[src/hmnm_fifo.sv]
// Small synchronous queue of packed words.
// Used between front and back and on the result side. No dependencies.
`timescale 1ns / 1ps

module hmnm_fifo #(
  parameter int W     = 8,
  parameter int DEPTH = 4
) (
  input  logic         clk,
  input  logic         rst_n,
  input  logic         push,
  input  logic [W-1:0] wdata,
  output logic         full,
  input  logic         pop,
  output logic [W-1:0] rdata,
  output logic         empty
);

  localparam int PW = (DEPTH > 1) ? $clog2(DEPTH) : 1;
  localparam int CW = $clog2(DEPTH + 1);

  logic [W-1:0]  mem [DEPTH];
  logic [PW-1:0] wp_r, rp_r;
  logic [CW-1:0] cnt_r;
  logic          do_push, do_pop;

  assign full    = (cnt_r == CW'(DEPTH));
  assign empty   = (cnt_r == '0);
  assign do_push = push && !full;
  assign do_pop  = pop && !empty;
  assign rdata   = mem[rp_r];

  function automatic logic [PW-1:0] bump(input logic [PW-1:0] p);
    return (p == PW'(DEPTH - 1)) ? '0 : p + 1'b1;
  endfunction

  always_ff @(posedge clk) begin
    if (do_push) mem[wp_r] <= wdata;
  end

  always_ff @(posedge clk) begin
    if (!rst_n) begin
      wp_r  <= '0;
      rp_r  <= '0;
      cnt_r <= '0;
    end else begin
      if (do_push) wp_r <= bump(wp_r);
      if (do_pop)  rp_r <= bump(rp_r);
      if (do_push && !do_pop) cnt_r <= cnt_r + 1'b1;
      else if (do_pop && !do_push) cnt_r <= cnt_r - 1'b1;
    end
  end

endmodule

[config.mk]
export PLATFORM = sky130hd
export DESIGN_NAME = hmnm_fifo
export DESIGN_NICKNAME = d
export VERILOG_FILES = /design/src/hmnm_fifo.sv
export SDC_FILE = /design/constraint.sdc
export NUM_CORES = 1
export LEC_CHECK = 0
export BUFFER_PORTS_ARGS = -buffer_cell sky130_fd_sc_hd__buf_2
export CELL_PAD_IN_SITES_DETAIL_PLACEMENT = 1
export CELL_PAD_IN_SITES_GLOBAL_PLACEMENT = 1
export CORE_MARGIN = 3
export CORE_UTILIZATION = 30
export CTS_BUF_LIST = sky130_fd_sc_hd__clkbuf_4 sky130_fd_sc_hd__clkbuf_8
export CTS_CLUSTER_DIAMETER = 120
export CTS_CLUSTER_SIZE = 16
export DETAILED_ROUTE_END_ITERATION = 6
export PLACE_DENSITY = 0.54
export SLEW_MARGIN = 20
export SYNTH_ARGS = -nofsm -noshare
export SYNTH_HDL_FRONTEND = slang
export SYNTH_SLANG_ARGS = --single-unit
[constraint.sdc]
create_clock -name clk -period 2.3 [get_ports clk]
set_clock_uncertainty 0.1 [all_clocks]
set_input_delay 0.115 -clock clk [delete_from_list [all_inputs] [get_ports clk]]
set_output_delay 0.115 -clock clk [all_outputs]
set_load 0.02 [all_outputs]
# Word-level counts from Yosys, hierarchy flattened
# Memory sizes are Yosys's and may differ from the RTL's. A register that Yosys moved wholly into a read port is not among the register bits.
# Index checks and enable logic that the tools add are counted.
[word_totals] n_memories=1 output_inout_bits=10 mem_bits_rw=32 register_bits=7 word_cells=29 input_bits=12
[classes] add_sub_neg=4 n_eq_ne=3 n_mux=8 n_reduce_logical=10
[memory_table] memory="mem" depth=4 word_bits=8 rd=1 rd_clocked_by_memory_dff=1 write_ports=1 line_no="22" rtl="logic [W-1:0] mem [DEPTH];"
[op_table] op="2-bit 2-to-1 mux" n=4
[op_table] op="3-bit 2-to-1 mux" n=2
[op_table] op="2-bit by 1-bit adder with 2-bit output (second input constant)" n=2
[op_table] op="2-bit == test (second input constant)" n=2
[op_table] op="1-bit logical AND" n=4
[op_table] op="1-bit logical NOT" n=4
[op_table] op="3-bit by 1-bit adder with 3-bit output (second input constant)" n=1
[op_table] op="3-bit == test (second input constant)" n=1
[op_table] op="3-bit logical NOT" n=1
[op_table] op="3-bit by 1-bit subtractor with 3-bit output (second input constant)" n=1
[op_table] op="1-bit 2-to-1 mux" n=2
[op_table] op="2-bit nonzero test" n=1

# Logic depth before layout (Yosys ltp)
# Gate-level depths: netlist of run 1.
[depth] depth_word=7 ltp_mapped=9 ltp_nobuf=8

# Worst setup path before layout of run 1
# No wires, ideal clock.
[synth_path] path_kind="register to register" startpoint="reg cnt_r[0]" endpoint="reg cnt_r[2]" required_ns=2.124 arrival_time_ns=2.017 stages_incl_launch_ff=8 period_less_slack_ns=2.193 path_slack_ns=0.107 n_path_buf=0 path_cell_list="dfxtp_1 -> o31ai_1 -> ha_1 -> inv_1 -> fa_1 -> xor2_1 -> or3_1 -> a21boi_0"
[synth_via] elab_chain_cells=6
[synth_rtl] element="start: declaration" line_no="24" rtl="logic [CW-1:0] cnt_r;"
[synth_rtl] element="start signal: assignment" line_no="49" rtl="if (do_push && !do_pop) cnt_r <= cnt_r + 1'b1;"
[synth_rtl] element="start signal: assignment" line_no="50" rtl="else if (do_pop && !do_push) cnt_r <= cnt_r - 1'b1;"
[synth_rtl] element="branches (longest 6 deep; another with 3-bit by 1-bit subtractor with 3-bit output)"
# Several ways; the timed one is not identified. The select of a mux whose other input is x is not followed.
# A chain may end at the register's enable or synchronous reset.

# Worst setup path in the final report of run 1
[layout_path] startpoint="reg cnt_r[2]" endpoint="reg cnt_r[2]"
# The elaborated chain is that of the path after synthesis.

==> results of run 1 <==
[report_power, final]
group | switching, mW | internal, mW
sequential | 0.0798 | 0.915
clock | 0.229 | 0.332
combinational | 0.321 | 0.287
total | 0.629 | 1.53
[per-stage QoR]
stage | area, um2 | instances | power (mW) | utilization | setup slack (ps)
2_1_floorplan | 1630 | 93 | 1.41 | - | 107
3_3_place_gp | 1830 | 183 | 1.58 | 0.353 | 225
3_5_place_dp | 1830 | 183 | 1.61 | 0.353 | 26.4
4_1_cts | 2020 | 199 | 2.19 | 0.390 | 24.5
5_1_grt | 2030 | 199 | 2.30 | 0.393 | -0.117
6_report | 2030 | 199 | 2.16 | 0.393 | 148
[cells by family after synthesis]
family / count (synthesis) / synth area share
fa+ha+maj: 7 / 0.0583
xor+xnor: 2 / 0.0107
simple gates: 20 / 0.0660
buf+inv: 7 / 0.0176
compound gates: 5 / 0.0184
mux: 11 / 0.129
flops: 41 / 0.700
[critical path, cell delays in order (launching register included)]
cell,delay [ps]
dfxtp_1,370
nor3b_2,180
nor2b_1,170
ha_1,210
inv_1,60
fa_1,370
xor2_1,160
or3_1,300
a21boi_0,160
[final cells by class]
cell class              count  area, um2  share of cell area
clock buffers               6       76.3              0.0375
flip-flops and latches     41       1140               0.562
multi-input cells          45        474               0.233
clock inverters             2       33.8              0.0166
well taps                  70       87.6              0.0431
repair buffers             32        208               0.102
inverters                   3       11.3             0.00554
[synthesized netlist by cell type (2+ instances only)]
master,instances,share of area
inv_1,3,0.0069
dfxtp_1,9,0.11
mux2i_1,3,0.018
buf_2,2,0.0061
and2_1,5,0.019
nand3_1,2,0.0061
mux4_2,8,0.11
ha_1,6,0.046
o21ai_0,3,0.0092
edfxtp_1,32,0.59
nor2b_1,2,0.0077
nor2_1,2,0.0046
nand2_1,6,0.014
[state kept, by name, summed over array words and instances, names as in the netlist, named ones only]
register / flops
mem: 32
cnt_r: 3
rp_r: 2
wp_r: 2
[metal layers]
metal | routed length (um) | up-vias
met5 | 0 | -
met3 | 107 | 5
met2 | 1610 | 18
met1 | 1230 | 435
li1 | - | 419
met4 | 40 | 0
[timing repair]
action,4_1_cts,5_1_grt
endpoints found under the setup margin,0,1
gates resized for setup,0,4
hold buffers,8,0
endpoints found under the hold margin,32,0
[worst max-delay path by stage]
| stage | startpoint | to | slack, ps | depth (start not counted) |
|---|---|---|---|---|
| floorplan | cnt_r[0]$_SDFFE_PN0P_ | cnt_r[2]$_SDFFE_PN0P_ | 110 | 7 |
| global placement | cnt_r[0]$_SDFFE_PN0P_ | cnt_r[2]$_SDFFE_PN0P_ | 220 | 7 |
| detailed placement | cnt_r[0]$_SDFFE_PN0P_ | cnt_r[2]$_SDFFE_PN0P_ | 30 | 7 |
| CTS | cnt_r[0]$_SDFFE_PN0P_ | cnt_r[2]$_SDFFE_PN0P_ | 20 | 7 |
| global route | cnt_r[2]$_SDFFE_PN0P_ | cnt_r[2]$_SDFFE_PN0P_ | -0.1 | 8 |
| finish | cnt_r[2]$_SDFFE_PN0P_ | cnt_r[2]$_SDFFE_PN0P_ | 150 | 8 |
==> impl_results.md, run 1 <==
- # DRC: 0
- Sinks on the clock net: 41
- Fmax: between 0.4 and 0.5 GHz
- GP Congestion: 0.643
- DR vias/cell: 4.41
- Main synth FF type: edfxtp_1
- Count of final hold-check violations: 0
- Post-Synthesis Cell Area: approximately 1600 um2
- Via count: 877
- Congestion Overflow GR: 0
- Slew of the pin with the lowest slew margin: 463 ps
- Core area: between 5000 and 6000 um2
- Filler cells: 529
- First-pass GRT wire length: 4880 um
- Met1 Use GR: 0.121
- Total CTS buffers: 5
- Reg2Reg Depth: 8
- Setup_tns: 0 ps
- Clk root buf: clkbuf_8
- Die height: about 80 um
- Peak supply drop: about 370 uV
- TritonRoute pass-1 iters: 4
- Final wirelength: between 2000 and 3000 um
- Post-synth cell types: 23
- Commonest non-fill, non-tap cell in the layout: edfxtp_1
- Cells after Synth: 93
- Crit end category: flip-flop
- Later-pin clock latency in the skew report: ~280 ps
- IO buf count: 21
- Number of global-route vias before repair: between 900 and 1000
- P_leak: 0.738 nW
- Post-synth EDFFs: 32
- Ratio of cells with drive above 1 in the final layout: 0.333
- Wire length per cell: about 15 um
- Register area share after synthesis: 0.700
- DIE AREA: approximately 6400 um2
- Final nets: between 100 and 150
- Min Tclk post-route: 2150 ps
- Grt met2 use: 0.185
- Worst hold-check path type: in -> reg
- Synth Register Bits: slightly above 40
- R2r startpoint: cnt_r[2]$_SDFFE_PN0P_
- Async set or reset register ratio after synthesis: 0
- Die width: roughly 80 um
- Synthesized Nets: 112
- Hold Path Sink: cnt_r[1]$_SDFFE_PN0P_
- Hold Crit Depth: 2
- Ant diodes: 0
- Clk slew on worst S/H paths: around 70 ps
- Met3 Usage GRT: 0.0350
- Hold_ws: 85.5 ps
- Grt peak-use layer: met2
- Setup violators final: 0
- Boundary Pins: 22
- Most frequent cells in the layout: 32 x edfxtp_1, 21 x buf_2, 8 x mux4_2, 8 x dlygate4sd3_1, 7 x dfxtp_1
- CP Data Arrival Time: about 2300 ps
- Power per cell area: between 1000 and 1500 nW/um2
- Synth warn: 0
- HPWL after DPL: 2040 um
- Max Cap Viol: 0
- Worst Min Path Start: rst_n
- Starting Density: 0.315
- Largest net degree at the start of global routing: 13
- Antenna violations before repair: 0
- Reg2reg end: cnt_r[2]$_SDFFE_PN0P_
- Worst-path fanout max: 5
- Post-CTS Setup Bufs: 0
- Crit path kind: reg -> reg
- H-tree depth: 2
- GRT Overall Usage: 0.106
- CP startpoint kind: flip-flop
- Initial DRC Count: 50
- Area grow syn2layout: 24.8%
- Slew margin rel.: 0.691
- Row cnt: 26
- Post-DRT Antenna Nets: 0
- Slew Viols, Final: 0
- Average size of a mapped cell: 17.5 um2
- Max clock buf depth: 2
- CTS tree: built
- Fin crit share: 0.936
- Outcome: finished, final reports clean
- Data required time of the critical path: 2410 ps
- Reg2Reg Setup Slack: 150 ps
(Power assumes the default switching activity.)
==> run 2: changes to the inputs <==
==> constraint.sdc (replaced) <==
create_clock -name clk -period 2.3 [get_ports clk]
set_clock_uncertainty 0.1 [all_clocks]
set_input_delay 0.345 -clock clk [delete_from_list [all_inputs] [get_ports clk]]
set_output_delay 0.345 -clock clk [all_outputs]
set_load 0.02 [all_outputs]
==> impl_results.md, run 2 (same netlist as run 1, synthesis figures left out) <==
- Worst Min Path Start: wdata[3]
- CTS Hold Bufs: 0 (-8)
- DR vias/cell: 4.49 (+1.8%)
- Core area: 5170 um2 (unchanged)
- Congestion Overflow GR: 0 (unchanged)
- Final nets: 139 (-5.4%)
- P_leak: 0.705 nW (-4.4%)
- CP delay by family, top: adder cells
- H-tree depth: 2 (unchanged)
- Total CTS buffers: 5 (unchanged)
- Post-CTS Setup Bufs: 0 (unchanged)
- NetSw: 0.636 mW (+1.1%)
- Slew Viols, Final: 0 (unchanged)
- Wire length per cell: 15.3 um (+2.0%)
- CP Data Arrival Time: 2280 ps (+20 ps)
- Filler cells: 542 (+2.5%)
- Count of final hold-check violations: 0 (unchanged)
- Antenna violations before repair: 0 (unchanged)
- Overall power: 2.16 mW (-0.27%)
- TritonRoute pass-1 iters: 4 (unchanged)
- Max reg flops: 32 (unchanged)
- Setup_tns: 0 ps (unchanged)
- RSZ-0062 raised after global routing: false
- Max clock buf depth: 2 (unchanged)
- Power per cell area: 1110 nW/um2 (+4.3%)
- Clk root buf: clkbuf_8
- Number of global-route vias before repair: 946 (-0.53%)
- Worst-path fanout max: 5 (unchanged)
- Largest net degree at the start of global routing: 14 (+1)
- Boundary Pins: 22 (unchanged)
- Ratio of cells with drive above 1 in the final layout: 0.355 (+0.0220)
- Via count: 857 (-2.3%)
- Clock network power share: 0.265 (+0.006)
- Max incr delay on CP: 450 ps (+80 ps)
- Sw frac: 0.295 (+0.00404)
- Largest regs: mem (32), cnt_r (3)
- Buffers & Inverters on Critical Path: 1 (unchanged)
- Crit-path cells: nor3b_2 > nor2b_1 > ha_1 > inv_1 > fa_1 > xor2_1 > or3_1 > a21boi_0
- Row cnt: 26 (unchanged)
- Worst hold-check path type: in -> reg
- Commonest non-fill, non-tap cell in the layout: edfxtp_1
- Crit end category: flip-flop
- Power share of the combinational group: 0.278 (-0.003)
- Crit path kind: reg -> reg
- Reg power frac: 0.457 (-0.003)
- Setup violators final: 0 (unchanged)
- Max Cap Viol: 0 (unchanged)
- Worst Setup SP: cnt_r[1]$_SDFFE_PN0P_
- Slew margin rel.: 0.678 (-0.0134)
- Sinks on the clock net: 41 (unchanged)
- # DRC: 0 (unchanged)
- Fin crit share: 0.941 (+0.00556)
- DIE AREA: 6360 um2 (unchanged)
- GRT Overall Usage: 0.104 (-0.00231)
- Initial DRC Count: 38 (-24%)
- GP Congestion: 0.679 (+5.6%)
- Post-DRT Antenna Nets: 0 (unchanged)
- CTS tree: built
- Power Internal: 1.52 mW (-0.84%)
- Ant diodes: 0 (unchanged)
- Min Tclk post-route: 2170 ps (+12.8 ps)
- Area grow syn2layout: 19.3%
- Fmax: 0.462 GHz (-0.59%)
- Die height: 79.7 um (unchanged)
- Later-pin clock latency in the skew report: 290 ps (about the same)
- R2r startpoint: cnt_r[1]$_SDFFE_PN0P_
- Data required time of the critical path: 2410 ps (about the same)
- Final wirelength: 2930 um (-2.1%)
- Slew of the pin with the lowest slew margin: 483 ps (+20.1 ps)
- Starting Density: 0.315 (unchanged)
- CP startpoint kind: flip-flop
- Die width: 79.7 um (unchanged)
- IO buf count: 21 (unchanged)
- Peak supply drop: 350 uV (-5.6%)
- Most flops, register: mem
- Outcome: finished, final reports clean
- Crit path max-delay cell type: dfxtp_1
- Clk slew on worst S/H paths: 80 ps (about the same)
- HPWL after DPL: 2100 um (+2.6%)
- First-pass GRT wire length: 4750 um (-2.5%)
- Most frequent cells in the layout: 32 x edfxtp_1, 21 x buf_2, 8 x mux4_2, 8 x dfxtp_1
==> run 2: power groups by stage <==
stage	combinational (mW)	sequential, mW	clock, mW
2_1_floorplan	0.439	0.971	0
3_3_place_gp	0.590	0.990	0
3_5_place_dp	0.615	1.00	0
4_1_cts	0.616	0.986	0.588
5_1_grt	0.656	1.00	0.617
6_report	0.599	0.987	0.572
==> run 2: final cells by class <==
class	instances	area, um2	area share
Timing Repair Buffer	24	128	0.0656
Tap cell	70	87.6	0.0450
Clock inverter	2	35.0	0.0180
Sequential cell	41	1140	0.587
Multi-Input combinational cell	45	465	0.239
Clock buffer	6	76.3	0.0392
Inverter	3	11.3	0.00579
==> run 2: metal layers <==
| metal | GRT usage | wire [um] | up-vias |
|---|---|---|---|
| li1 | - | - | 402 |
| met1 | 0.114 | 1140 | 432 |
| met2 | 0.181 | 1620 | 19 |
| met3 | 0.0372 | 131 | 4 |
| met4 | 0.0412 | 38 | 0 |
| met5 | 0 | 0 | - |
==> run 2: stage by stage <==
stage | cells | setup slack (ps) | hold slack (ps) | cell area (um2) | util
final | 191 | 135 | 172 | 1950 | 0.376
after global routing | 191 | 27.5 | 164 | 1950 | 0.376
after CTS | 191 | 56.2 | 160 | 1940 | 0.375
after detailed placement | 183 | 66.2 | 415 | 1830 | 0.353
after global placement | 183 | 203 | 390 | 1830 | 0.353
after floorplan | 93 | 107 | 344 | 1630 | -
==> run 2: repair_timing <==
item | 4_1_cts | 5_1_grt
gates resized for setup | 0 | 2
hold endpoints to repair | 0 | 0
endpoints found under the setup margin | 0 | 1
==> run 2: worst paths after layout <==
| path | slack [ps] | endpoint | depth (start not counted) |
|---|---|---|---|
| min reg2reg | 420 | wp_r[1]$_SDFFE_PN0P_ | 2 |
| min | 170 | mem[2][3]$_DFFE_PP_ | 1 |
| max | 130 | cnt_r[2]$_SDFFE_PN0P_ | 8 |
| max reg2reg | 130 | cnt_r[2]$_SDFFE_PN0P_ | 8 |
